### src/rtl/yuyv_to_rgb888_pair_assert.svh
// Assertion macros for the YUYV to RGB888 converter.
// Depends on nothing; included by the top level only.
`ifndef YUYV_TO_RGB888_PAIR_ASSERT_SVH
`define YUYV_TO_RGB888_PAIR_ASSERT_SVH

// Consequent must hold in the same cycle as the antecedent.
`define Y2R_ASSERT_SAME(label, clk, rst, ante, cons) \
   label: assert property (@(posedge clk) disable iff (rst) (ante) |-> (cons)) \
      else $error("yuyv_to_rgb888_pair: same-cycle check failed");

// Consequent must hold in the cycle after the antecedent.
`define Y2R_ASSERT_NEXT(label, clk, rst, ante, cons) \
   label: assert property (@(posedge clk) disable iff (rst) (ante) |=> (cons)) \
      else $error("yuyv_to_rgb888_pair: next-cycle check failed");

`endif

### src/rtl/y2r_pkg.sv
// Shared constants and types for the YUYV to RGB888 converter.
// No dependencies; imported by the chroma unit, the pixel lanes and the top level.
package y2r_pkg;

   localparam int BYTE_W = 8;
   localparam int PROD_W = 18;   // signed width of every constant product
   localparam int LUMA_W = 10;   // scaled luma, -19..278
   localparam int TERM_W = 10;   // chroma terms, -258..255
   localparam int SUM_W  = 11;   // luma plus or minus a term

   localparam logic signed [PROD_W-1:0] LUMA_GAIN    = 18'sd298;
   localparam logic signed [PROD_W-1:0] LUMA_ROUND   = 18'sd128;
   localparam logic signed [PROD_W-1:0] RED_FROM_V   = 18'sd409;
   localparam logic signed [PROD_W-1:0] GREEN_FROM_U = 18'sd100;
   localparam logic signed [PROD_W-1:0] GREEN_FROM_V = 18'sd208;
   localparam logic signed [PROD_W-1:0] BLUE_FROM_U  = 18'sd516;
   localparam logic signed [8:0]        LUMA_OFFSET   = 9'sd16;
   localparam logic signed [8:0]        CHROMA_OFFSET = 9'sd128;
   localparam logic signed [SUM_W-1:0]  CHAN_MAX      = 11'sd255;

   typedef struct packed {
      logic signed [TERM_W-1:0] red;
      logic signed [TERM_W-1:0] green;
      logic signed [TERM_W-1:0] blue;
   } chroma_terms_type;

   typedef struct packed {
      logic [BYTE_W-1:0] red;
      logic [BYTE_W-1:0] green;
      logic [BYTE_W-1:0] blue;
   } pixel_type;

endpackage

### src/rtl/y2r_chroma.sv
// Shared chroma unit: forms the three floor-shifted chroma terms from U and V.
// Depends on y2r_pkg; one instance feeds both pixel lanes.
module y2r_chroma (
   input  logic                          clock,
   input  logic                          load,
   input  logic [y2r_pkg::BYTE_W-1:0]    chroma_blue,
   input  logic [y2r_pkg::BYTE_W-1:0]    chroma_red,
   output y2r_pkg::chroma_terms_type     terms
);
   import y2r_pkg::*;

   logic signed [8:0]        u_c;
   logic signed [8:0]        v_c;
   logic signed [PROD_W-1:0] red_prod;
   logic signed [PROD_W-1:0] green_prod;
   logic signed [PROD_W-1:0] blue_prod;
   chroma_terms_type         terms_in;
   chroma_terms_type         terms_ff;

   always_comb begin
      u_c        = $signed({1'b0, chroma_blue}) - CHROMA_OFFSET;
      v_c        = $signed({1'b0, chroma_red}) - CHROMA_OFFSET;
      red_prod   = PROD_W'(v_c) * RED_FROM_V;
      green_prod = PROD_W'(u_c) * GREEN_FROM_U + PROD_W'(v_c) * GREEN_FROM_V;
      blue_prod  = PROD_W'(u_c) * BLUE_FROM_U;
      // drop the low 8 bits: floor toward minus infinity
      terms_in.red   = red_prod[PROD_W-1:8];
      terms_in.green = green_prod[PROD_W-1:8];
      terms_in.blue  = blue_prod[PROD_W-1:8];
   end

   always_ff @(posedge clock) begin
      if (load) begin
         terms_ff <= terms_in;
      end
   end

   assign terms = terms_ff;

endmodule

### src/rtl/y2r_lane.sv
// One pixel lane: scales its luma, then applies the shared chroma terms and clamps.
// Depends on y2r_pkg; the top level runs two lanes side by side.
module y2r_lane (
   input  logic                          clock,
   input  logic                          load,
   input  logic [y2r_pkg::BYTE_W-1:0]    luma,
   input  y2r_pkg::chroma_terms_type     terms,
   output y2r_pkg::pixel_type            pixel
);
   import y2r_pkg::*;

   logic signed [8:0]        y_c;
   logic signed [PROD_W-1:0] luma_prod;
   logic signed [LUMA_W-1:0] luma_in;
   logic signed [LUMA_W-1:0] luma_ff;
   logic signed [SUM_W-1:0]  red_sum;
   logic signed [SUM_W-1:0]  green_sum;
   logic signed [SUM_W-1:0]  blue_sum;

   function automatic logic [BYTE_W-1:0] clamp_chan(input logic signed [SUM_W-1:0] x);
      logic [BYTE_W-1:0] r;
      if (x < 0) begin
         r = '0;
      end else if (x > CHAN_MAX) begin
         r = '1;
      end else begin
         r = x[BYTE_W-1:0];
      end
      return r;
   endfunction

   always_comb begin
      y_c       = $signed({1'b0, luma}) - LUMA_OFFSET;
      luma_prod = PROD_W'(y_c) * LUMA_GAIN + LUMA_ROUND;
      luma_in   = luma_prod[PROD_W-1:8];
   end

   always_ff @(posedge clock) begin
      if (load) begin
         luma_ff <= luma_in;
      end
   end

   always_comb begin
      red_sum     = SUM_W'(luma_ff) + SUM_W'(terms.red);
      green_sum   = SUM_W'(luma_ff) - SUM_W'(terms.green);
      blue_sum    = SUM_W'(luma_ff) + SUM_W'(terms.blue);
      pixel.red   = clamp_chan(red_sum);
      pixel.green = clamp_chan(green_sum);
      pixel.blue  = clamp_chan(blue_sum);
   end

endmodule

### src/rtl/yuyv_to_rgb888_pair.sv
// YUYV macropixel to two RGB888 pixels, BT.601 integer form.
// Throughput: one macropixel per cycle while rsp_tready stays high, set by
// the two-register pipeline (constant products registered, then add, clamp
// and output register); stage 1 holds a transaction while the output stalls.
// Reset clears the stage valid flags only; payload registers are not reset.
// Depends on y2r_pkg, y2r_chroma, y2r_lane and yuyv_to_rgb888_pair_assert.svh.
`include "yuyv_to_rgb888_pair_assert.svh"

module yuyv_to_rgb888_pair (
   input  logic        clock,
   input  logic        reset,
   input  logic        req_tvalid,
   output logic        req_tready,
   // [7:0] luma_first, [15:8] chroma_blue, [23:16] luma_second, [31:24] chroma_red
   input  logic [31:0] req_tdata,
   output logic        rsp_tvalid,
   input  logic        rsp_tready,
   // [7:0] red_first, [15:8] green_first, [23:16] blue_first,
   // [31:24] red_second, [39:32] green_second, [47:40] blue_second
   output logic [47:0] rsp_tdata
);
   import y2r_pkg::*;

   logic             s1_valid_ff;
   logic             s1_valid_in;
   logic             rsp_valid_ff;
   logic             rsp_valid_in;
   logic [47:0]      rsp_data_ff;
   logic [47:0]      rsp_data_in;
   logic             req_take;
   logic             s1_advance;
   chroma_terms_type terms;
   pixel_type        pix_first;
   pixel_type        pix_second;

   // Stage 1 drains into the output register when that register is empty or
   // its transaction is taken this cycle; stage 1 refills in the same cycle.
   assign s1_advance = s1_valid_ff && (!rsp_valid_ff || rsp_tready);
   assign req_tready = !s1_valid_ff || s1_advance;
   assign req_take   = req_tvalid && req_tready;

   // Shared chroma terms: one unit serves both lanes.
   y2r_chroma u_chroma (
      .clock       (clock),
      .load        (req_take),
      .chroma_blue (req_tdata[15:8]),
      .chroma_red  (req_tdata[31:24]),
      .terms       (terms)
   );

   // Two pixel lanes, one per luma byte.
   y2r_lane u_lane_first (
      .clock (clock),
      .load  (req_take),
      .luma  (req_tdata[7:0]),
      .terms (terms),
      .pixel (pix_first)
   );

   y2r_lane u_lane_second (
      .clock (clock),
      .load  (req_take),
      .luma  (req_tdata[23:16]),
      .terms (terms),
      .pixel (pix_second)
   );

   // Merge the two lanes into one result word.
   always_comb begin
      rsp_data_in = {pix_second.blue, pix_second.green, pix_second.red,
                     pix_first.blue,  pix_first.green,  pix_first.red};
   end

   // Valid flags: stage 1 holds while it cannot drain, the output holds until taken.
   always_comb begin
      if (req_take) begin
         s1_valid_in = 1'b1;
      end else if (s1_advance) begin
         s1_valid_in = 1'b0;
      end else begin
         s1_valid_in = s1_valid_ff;
      end

      if (s1_advance) begin
         rsp_valid_in = 1'b1;
      end else if (rsp_tready) begin
         rsp_valid_in = 1'b0;
      end else begin
         rsp_valid_in = rsp_valid_ff;
      end
   end

   always_ff @(posedge clock) begin
      if (reset) begin
         s1_valid_ff  <= 1'b0;
         rsp_valid_ff <= 1'b0;
      end else begin
         s1_valid_ff  <= s1_valid_in;
         rsp_valid_ff <= rsp_valid_in;
      end
   end

   // Output register: load only when stage 1 hands over a transaction.
   always_ff @(posedge clock) begin
      if (s1_advance) begin
         rsp_data_ff <= rsp_data_in;
      end
   end

   assign rsp_tvalid = rsp_valid_ff;
   assign rsp_tdata  = rsp_data_ff;

   // An accepted transaction always lands in stage 1.
   `Y2R_ASSERT_NEXT(a_take_fills_s1, clock, reset, req_take, s1_valid_ff)
   // A stalled output keeps stage 1 occupied: no transaction is lost.
   `Y2R_ASSERT_NEXT(a_stall_keeps_s1, clock, reset,
                    s1_valid_ff && rsp_valid_ff && !rsp_tready, s1_valid_ff && rsp_valid_ff)
   // Backpressure only when both stages are full and the output is stalled.
   `Y2R_ASSERT_SAME(a_ready_low_full, clock, reset,
                    !req_tready, s1_valid_ff && rsp_valid_ff && !rsp_tready)

endmodule

### config.mk
export PLATFORM = sky130hd
export DESIGN_NAME = yuyv_to_rgb888_pair
export DESIGN_NICKNAME = d
export VERILOG_FILES = /design/src/rtl/y2r_pkg.sv /design/src/rtl/y2r_chroma.sv /design/src/rtl/y2r_lane.sv /design/src/rtl/yuyv_to_rgb888_pair.sv
export VERILOG_INCLUDE_DIRS = /design/src /design/src/rtl
export SDC_FILE = /design/constraint.sdc
export NUM_CORES = 1
export LEC_CHECK = 0
export ABC_AREA = 1
export BUFFER_PORTS_ARGS = -buffer_cell sky130_fd_sc_hd__buf_2
export CAP_MARGIN = 15
export CORE_UTILIZATION = 30
export DETAILED_ROUTE_END_ITERATION = 12
export SLEW_MARGIN = 20
export SYNTH_ARGS = -nofsm -noshare
export SYNTH_HDL_FRONTEND = slang
export SYNTH_SLANG_ARGS = --single-unit
### constraint.sdc
create_clock -name clock -period 4.2 [get_ports clock]
set_input_delay 0.63 -clock clock [delete_from_list [all_inputs] [get_ports clock]]
set_output_delay 0.63 -clock clock [all_outputs]
set_load 0.02 [all_outputs]
## Yosys cells after proc, flatten, opt, wreduce, memory -nomap -nowiden

Cells that the tools add are included.

| storage, ports and cells | value |
|---|---|
| flip-flop bits (word level) | 100 |
| latch bits | 0 |
| RAM bits | 0 |
| memory bits (read-only) | 0 |
| bits of input ports | 36 |
| output and inout port bits | 50 |
| logic and storage cells | 62 |
| memories | 0 |

| cells by class | value |
|---|---|
| add/sub/neg operators | 13 |
| multipliers | 6 |
| div/mod/pow operators | 0 |
| order comparisons | 12 |
| equal/unequal tests | 0 |
| shift-type cells | 0 |
| muxes and demuxes | 10 |
| bitwise logic cells | 0 |
| reduce and logical (&&, ||, !) cells | 8 |

Operators with widths:

| cell | number |
|---|---|
| $gt 11x9->1 const B | 6 |
| $lt 11x1->1 const B | 6 |
| $mux 8 | 6 |
| $add 10x10->11 | 4 |
| $add 18x9->18 const B | 2 |
| $mul 9x9->17 const B | 2 |
| $sub 10x10->11 | 2 |
| $add 18x18->18 | 1 |
| $mul 9x10->18 const B | 1 |
| $sub 8x5->9 const B | 2 |
| $sub 8x8->9 const B | 2 |
| $mul 9x9->16 const B | 1 |
| $mul 9x6->15 const B | 1 |
| $mul 9x5->14 const B | 1 |
| $mux 1 | 4 |
| $reduce_bool 2->1 | 2 |
| $logic_and 1x1->1 | 2 |
| $logic_not 1->1 | 2 |
| $logic_or 1x1->1 | 2 |

## Longest topological paths before layout

| logic depth | value |
|---|---|
| depth in word-level cells | 6 |
| gate-level depth with buffers | 24 |
| mapped depth without buffers | 24 |

## Hierarchy

A second synthesis with hierarchy kept.

| second synthesis, totals | value |
|---|---|
| cell total of the unflattened synthesis | 1738 |
| area, all modules | 13611.8 um2 |

Modules (own cells, without submodules):

| module | instances | cells each | area an instance (um2) |
|---|---|---|---|
| y2r_chroma | 1 | 508 | 4579.4 |
| y2r_lane (u_lane_first) | 1 | 582 | 3759.9 |
| y2r_lane (u_lane_second) | 1 | 588 | 3739.8 |
| yuyv_to_rgb888_pair | 1 | 60 | 1532.7 |

## Least setup slack after synthesis

No wires, ideal clock.

| path | value |
|---|---|
| kind | input-to-reg |
| start | input port req_tdata[4] |
| end | register u_lane_first.luma_ff[9] (data pin) |
| library setup time | 0.253 ns |
| data arrival time | 4.244 ns |
| data required time | 3.947 ns |
| path slack | -0.297 ns |
| stages on the path | 21 |
| cell sequence | inv_1 > ha_1 > nand2_1 > nor2_2 > ha_1 > ha_1 > inv_1 > fa_1 > fa_1 > inv_1 > ha_1 > nand2_1 > inv_1 > a21oi_1 > nand3_1 > nand2_2 > nand2_2 > nor3_4 > nand3_1 > nand2_1 > nand2_1 |

| on the way | value |
|---|---|
| cells in the longest elaborated chain, start to end | 3 |

Ends and longest elaborated chain:

| what | line | source |
|---|---|---|
| start: declaration | yuyv_to_rgb888_pair.sv:15 | `input logic [31:0] req_tdata,` |
| $sub 8x5->9 | y2r_lane.sv:33 | `y_c = $signed({1'b0, luma}) - LUMA_OFFSET;` |
| $mul 9x9->17 | y2r_lane.sv:34 | `luma_prod = PROD_W'(y_c) * LUMA_GAIN + LUMA_ROUND;` |
| $add 18x9->18 | y2r_lane.sv:34 |  |
| named net u_lane_first.luma_prod[17] | y2r_lane.sv:13 | `logic signed [PROD_W-1:0] luma_prod;` |
| end signal: assignment | y2r_lane.sv:40 | `luma_ff <= luma_in;` |
| end: declaration | y2r_lane.sv:15 | `logic signed [LUMA_W-1:0] luma_ff;` |

The timed path passes the listed nets, and every way through them passes these cells.
A chain may end at the register's enable or synchronous reset.

## Worst setup path in the final report

Ends and elaborated chain as after synthesis.

==> key figures <==
Drt
  • TritonRoute pass-1 iters: 5
  • Post-route ant nets: 0
  • Met1 WL: 15,370 um
  • DR vias/cell: ~4.4
  • Routed via count: about 11,000
  • Met3 wire length: about 800 um
  • Initial DRC count: between 400 and 500
  • Routed length per instance: roughly 12 um
  • Met2 wire len: roughly 14,000 um
  • Final wirelength: a little over 30,000 um
  • Uppermost layer routed: met4
  • Residual DRC: 0

Pwr
  • Pleak: between 0.009 and 0.01 uW
  • VDD IR-drop max: approximately 0.00032 V
  • PD cells: about 670 nW/um^2
  • Final total power: approximately 11,000 uW

Status
  • Status: complete, no violations

Synthesis
  • Share of the synthesized area in the top cell type: 0.2387
  • Largest cells by area after synthesis: ha_1 (24%), edfxtp_1 (22%), inv_1 (11%), nand2_1 (10%), fa_1 (8.1%)
  • Commonest register cell after synthesis: edfxtp_1
  • YS warnings: 0
  • Ys async rst share: 0
  • Post-synth EDFFs: a little under 100
  • Synth unique cells: 39
  • Synth area leader: ha_1
  • Synthesized Nets: between 2,000 and 2,500
  • Yosys reg bits: 100
  • Synthesized area: 13,630 um^2
  • Seq/Total Area, Yosys: 0.2188
  • Avg Inst Size Synth: around 7.9 um^2
  • Synthesized instance count: between 1,500 and 2,000

Final layout
  • Layout area overhead: 21.29%
  • Layout cell share with drive strength beyond 1: 0.1974
  • Fillcell total: 4,576
  • Commonest non-fill, non-tap cell in the layout: inv_1
  • Final #Nets: roughly 2,300
  • Area occupied by multi-input gates: roughly 9500 um^2
  • Commonest cells after routing, fill and taps aside: inv_1 (374), nand2_1 (357), ha_1 (237)
  • Layout Cells excl Fill: about 2,600
  • Register area: about 3000 um^2

STA
  • Final Cycle Share: 0.9608
  • Relative slew slack: 0.3353
  • WHS: between 400 and 500 ps
  • Final period demand of the worst path: a little over 4000 ps
  • Final setup margin: approximately 160 ps
  • Slew Viols, Final: 0
  • Final setup fails: 0
  • Setup_tns: 0 ps
  • Slew @ Worst Pin: approximately 1000 ps
  • Clock skew: roughly 5.2 ps
  • Final Hold Viols: 0
  • Fmax: ~250 MHz

Placed design
  • Final Wtd Congestion: about 0.89
  • Detailed Place HPWL: 27,150 um
  • Port bufs: 85
  • Placed Cells: between 2,000 and 3,000
  • Pre-CTS WS: -293.1 ps

Worst setup path
  • Reg2reg setup slack: ~1600 ps
  • Critical Path, Cell by Cell: buf_2 > clkinvlp_4 > ha_4 > nand2_2 > nor2_4 > ha_4 > ha_4 > inv_1 > fa_1 > fa_1 > inv_1 > ha_4 > nand2_2 > nor2_2 > nand2_1 > nand2_1 > nand2_1 > nand2_2 > nand2_2 > nor3_4 > nand3_1 > nand2_1 > nand2_1
  • CP Class: in -> reg
  • Slowest cell delay on critical path: 540 ps
  • Crit Path Max Fanout: 4
  • Slowest cell on crit path: fa_1
  • Worst-case reg-to-reg path depth: 15
  • Crit path top cell by count: nand2_1
  • Required time of the critical path: ~4300 ps
  • Crit path from: req_tdata[4]
  • R2r endpoint: rsp_tdata[39]$_SDFFCE_PN0P_
  • Crit path to: u_lane_first.luma_ff[9]$_DFFE_PP_
  • Crit. End Element: flop
  • Crit start category: input pin
  • WP data arrival: around 4200 ps
  • Reg2reg start: u_lane_second.luma_ff[0]$_DFFE_PP_

Clocking
  • Clk Latency, worst-skew pair: between 300 and 400 ps
  • CTS Root Cell: clkbuf_16
  • Clock-pin slew on the worst setup and hold paths: around 60 ps
  • CTS buffer count: 9
  • Sinks on the clock net: 100
  • CTS tree: done
  • Hold Buf Count CTS: 0
  • Max clock buf depth: 2
  • Htree depth: 3

Floorplanning
  • Die ar.: about 46,000 um^2
  • CORE AREA: about 45,000 um^2
  • Initial Util: 0.3062
  • Chip height: 215.2 um
  • Horiz. Die Dim: roughly 220 um
  • IO Count: 86
  • Cell row count: between 70 and 80

Global route
  • Initial antenna violation count: 2
  • First-pass GRT wire length: 51,230 um
  • GRT Util Overall: 0.1346
  • Vias in the first global route: 10,921
  • Gr ovfl total: 0
  • Largest net degree at the start of global routing: 51

Min path
  • Worst hold path class: in -> reg

Run
  • Max Cap Violations: 0
-- per-stage QoR --
| stage | cell area [um^2] | util |
|---|---|---|
| after floorplan | 13820 | - |
| after detailed placement | 15980 | 0.3590 |
| after CTS | 16250 | 0.3650 |
| after global routing | 16530 | 0.3714 |
| after global placement | 15980 | 0.3590 |
| final | 16530 | 0.3714 |
-- power breakdown --
part           internal [uW]  switching [uW]
combinational           3530            4800
sequential              1710             280
clock                    405             360
-- Yosys cell counts, types with 4 or more instances --
cell / instances
nor3_1: 6
nor2_2: 7
a21oi_1: 88
nand3b_1: 18
ha_1: 260
xor2_1: 66
a21o_1: 4
nand3_1: 113
o21ai_1: 7
a31oi_1: 4
nor2_1: 70
nand2_1: 368
xnor2_1: 37
inv_1: 384
nand3_2: 14
inv_2: 12
fa_1: 55
nand2_2: 18
or2_1: 4
buf_6: 4
edfxtp_1: 98
o21ai_0: 18
o21bai_1: 14
a21boi_0: 5
nand2_4: 4
a21oi_2: 6
nand4_1: 17
-- timing repair --
| item | 4_1_cts | 5_1_grt |
|---|---|---|
| resized for setup | 0 | 59 |
| setup buffers | 0 | 5 |
| endpoints found under the setup margin | 0 | 15 |
-- layer usage --
metal  up-vias  track usage
li1       5999            -
met1      5018       0.1813
met2       129       0.2228
met3        31      0.01444
met4         0      0.04681
met5         -            0
-- flip-flops by register name, summed over array words and instances (netlist names) --
| name | count |
|---|---|
| rsp_tdata | 48 |
| rsp_tvalid | 1 |
| s1_valid_ff | 1 |
| u_chroma.terms | 30 |
| u_lane_first.luma_ff | 10 |
| u_lane_second.luma_ff | 10 |
-- kinds of logic after synthesis --
logic type | count (synthesis) | synth area share
AOI/OAI and AO/OA | 156 | 0.06710
xor gates and xnor gates | 103 | 0.06618
adders and majority gates | 315 | 0.3194
buffers and inverters | 400 | 0.1124
DFF | 100 | 0.2188
and+or+nand+nor | 647 | 0.2161
-- how the worst min path moves through the flow --
stage                                   from                       to  slack [ps]  cells after the start
floorplan           s1_valid_ff$_SDFFE_PP0P_  rsp_tvalid$_SDFFE_PP0P_         440                      2
global placement     rsp_tvalid$_SDFFE_PP0P_  rsp_tvalid$_SDFFE_PP0P_         500                      2
detailed placement   rsp_tvalid$_SDFFE_PP0P_  rsp_tvalid$_SDFFE_PP0P_         530                      2
CTS                                    reset  rsp_tvalid$_SDFFE_PP0P_         410                      2
global route                           reset  rsp_tvalid$_SDFFE_PP0P_         430                      2
finish                                 reset  rsp_tvalid$_SDFFE_PP0P_         430                      2
-- critical path: cells and delay by family --
| family | cells | cell delay [ps] |
|---|---|---|
| buf+inv | 4 | 310 |
| fa+ha+maj | 6 | 1970 |
| simple gates | 13 | 1230 |
-- area by class of cell --
type                    count  share of cell area
diodes                      2           0.0003027
clock buffers              11             0.01408
clock inverters             5            0.002195
inverters                 396             0.09067
multi-input cells        1221              0.5773
flip-flops and latches    100              0.1804
well taps                 592             0.04480
repair buffers            227             0.09021
Power figures use the tool's default switching activity.
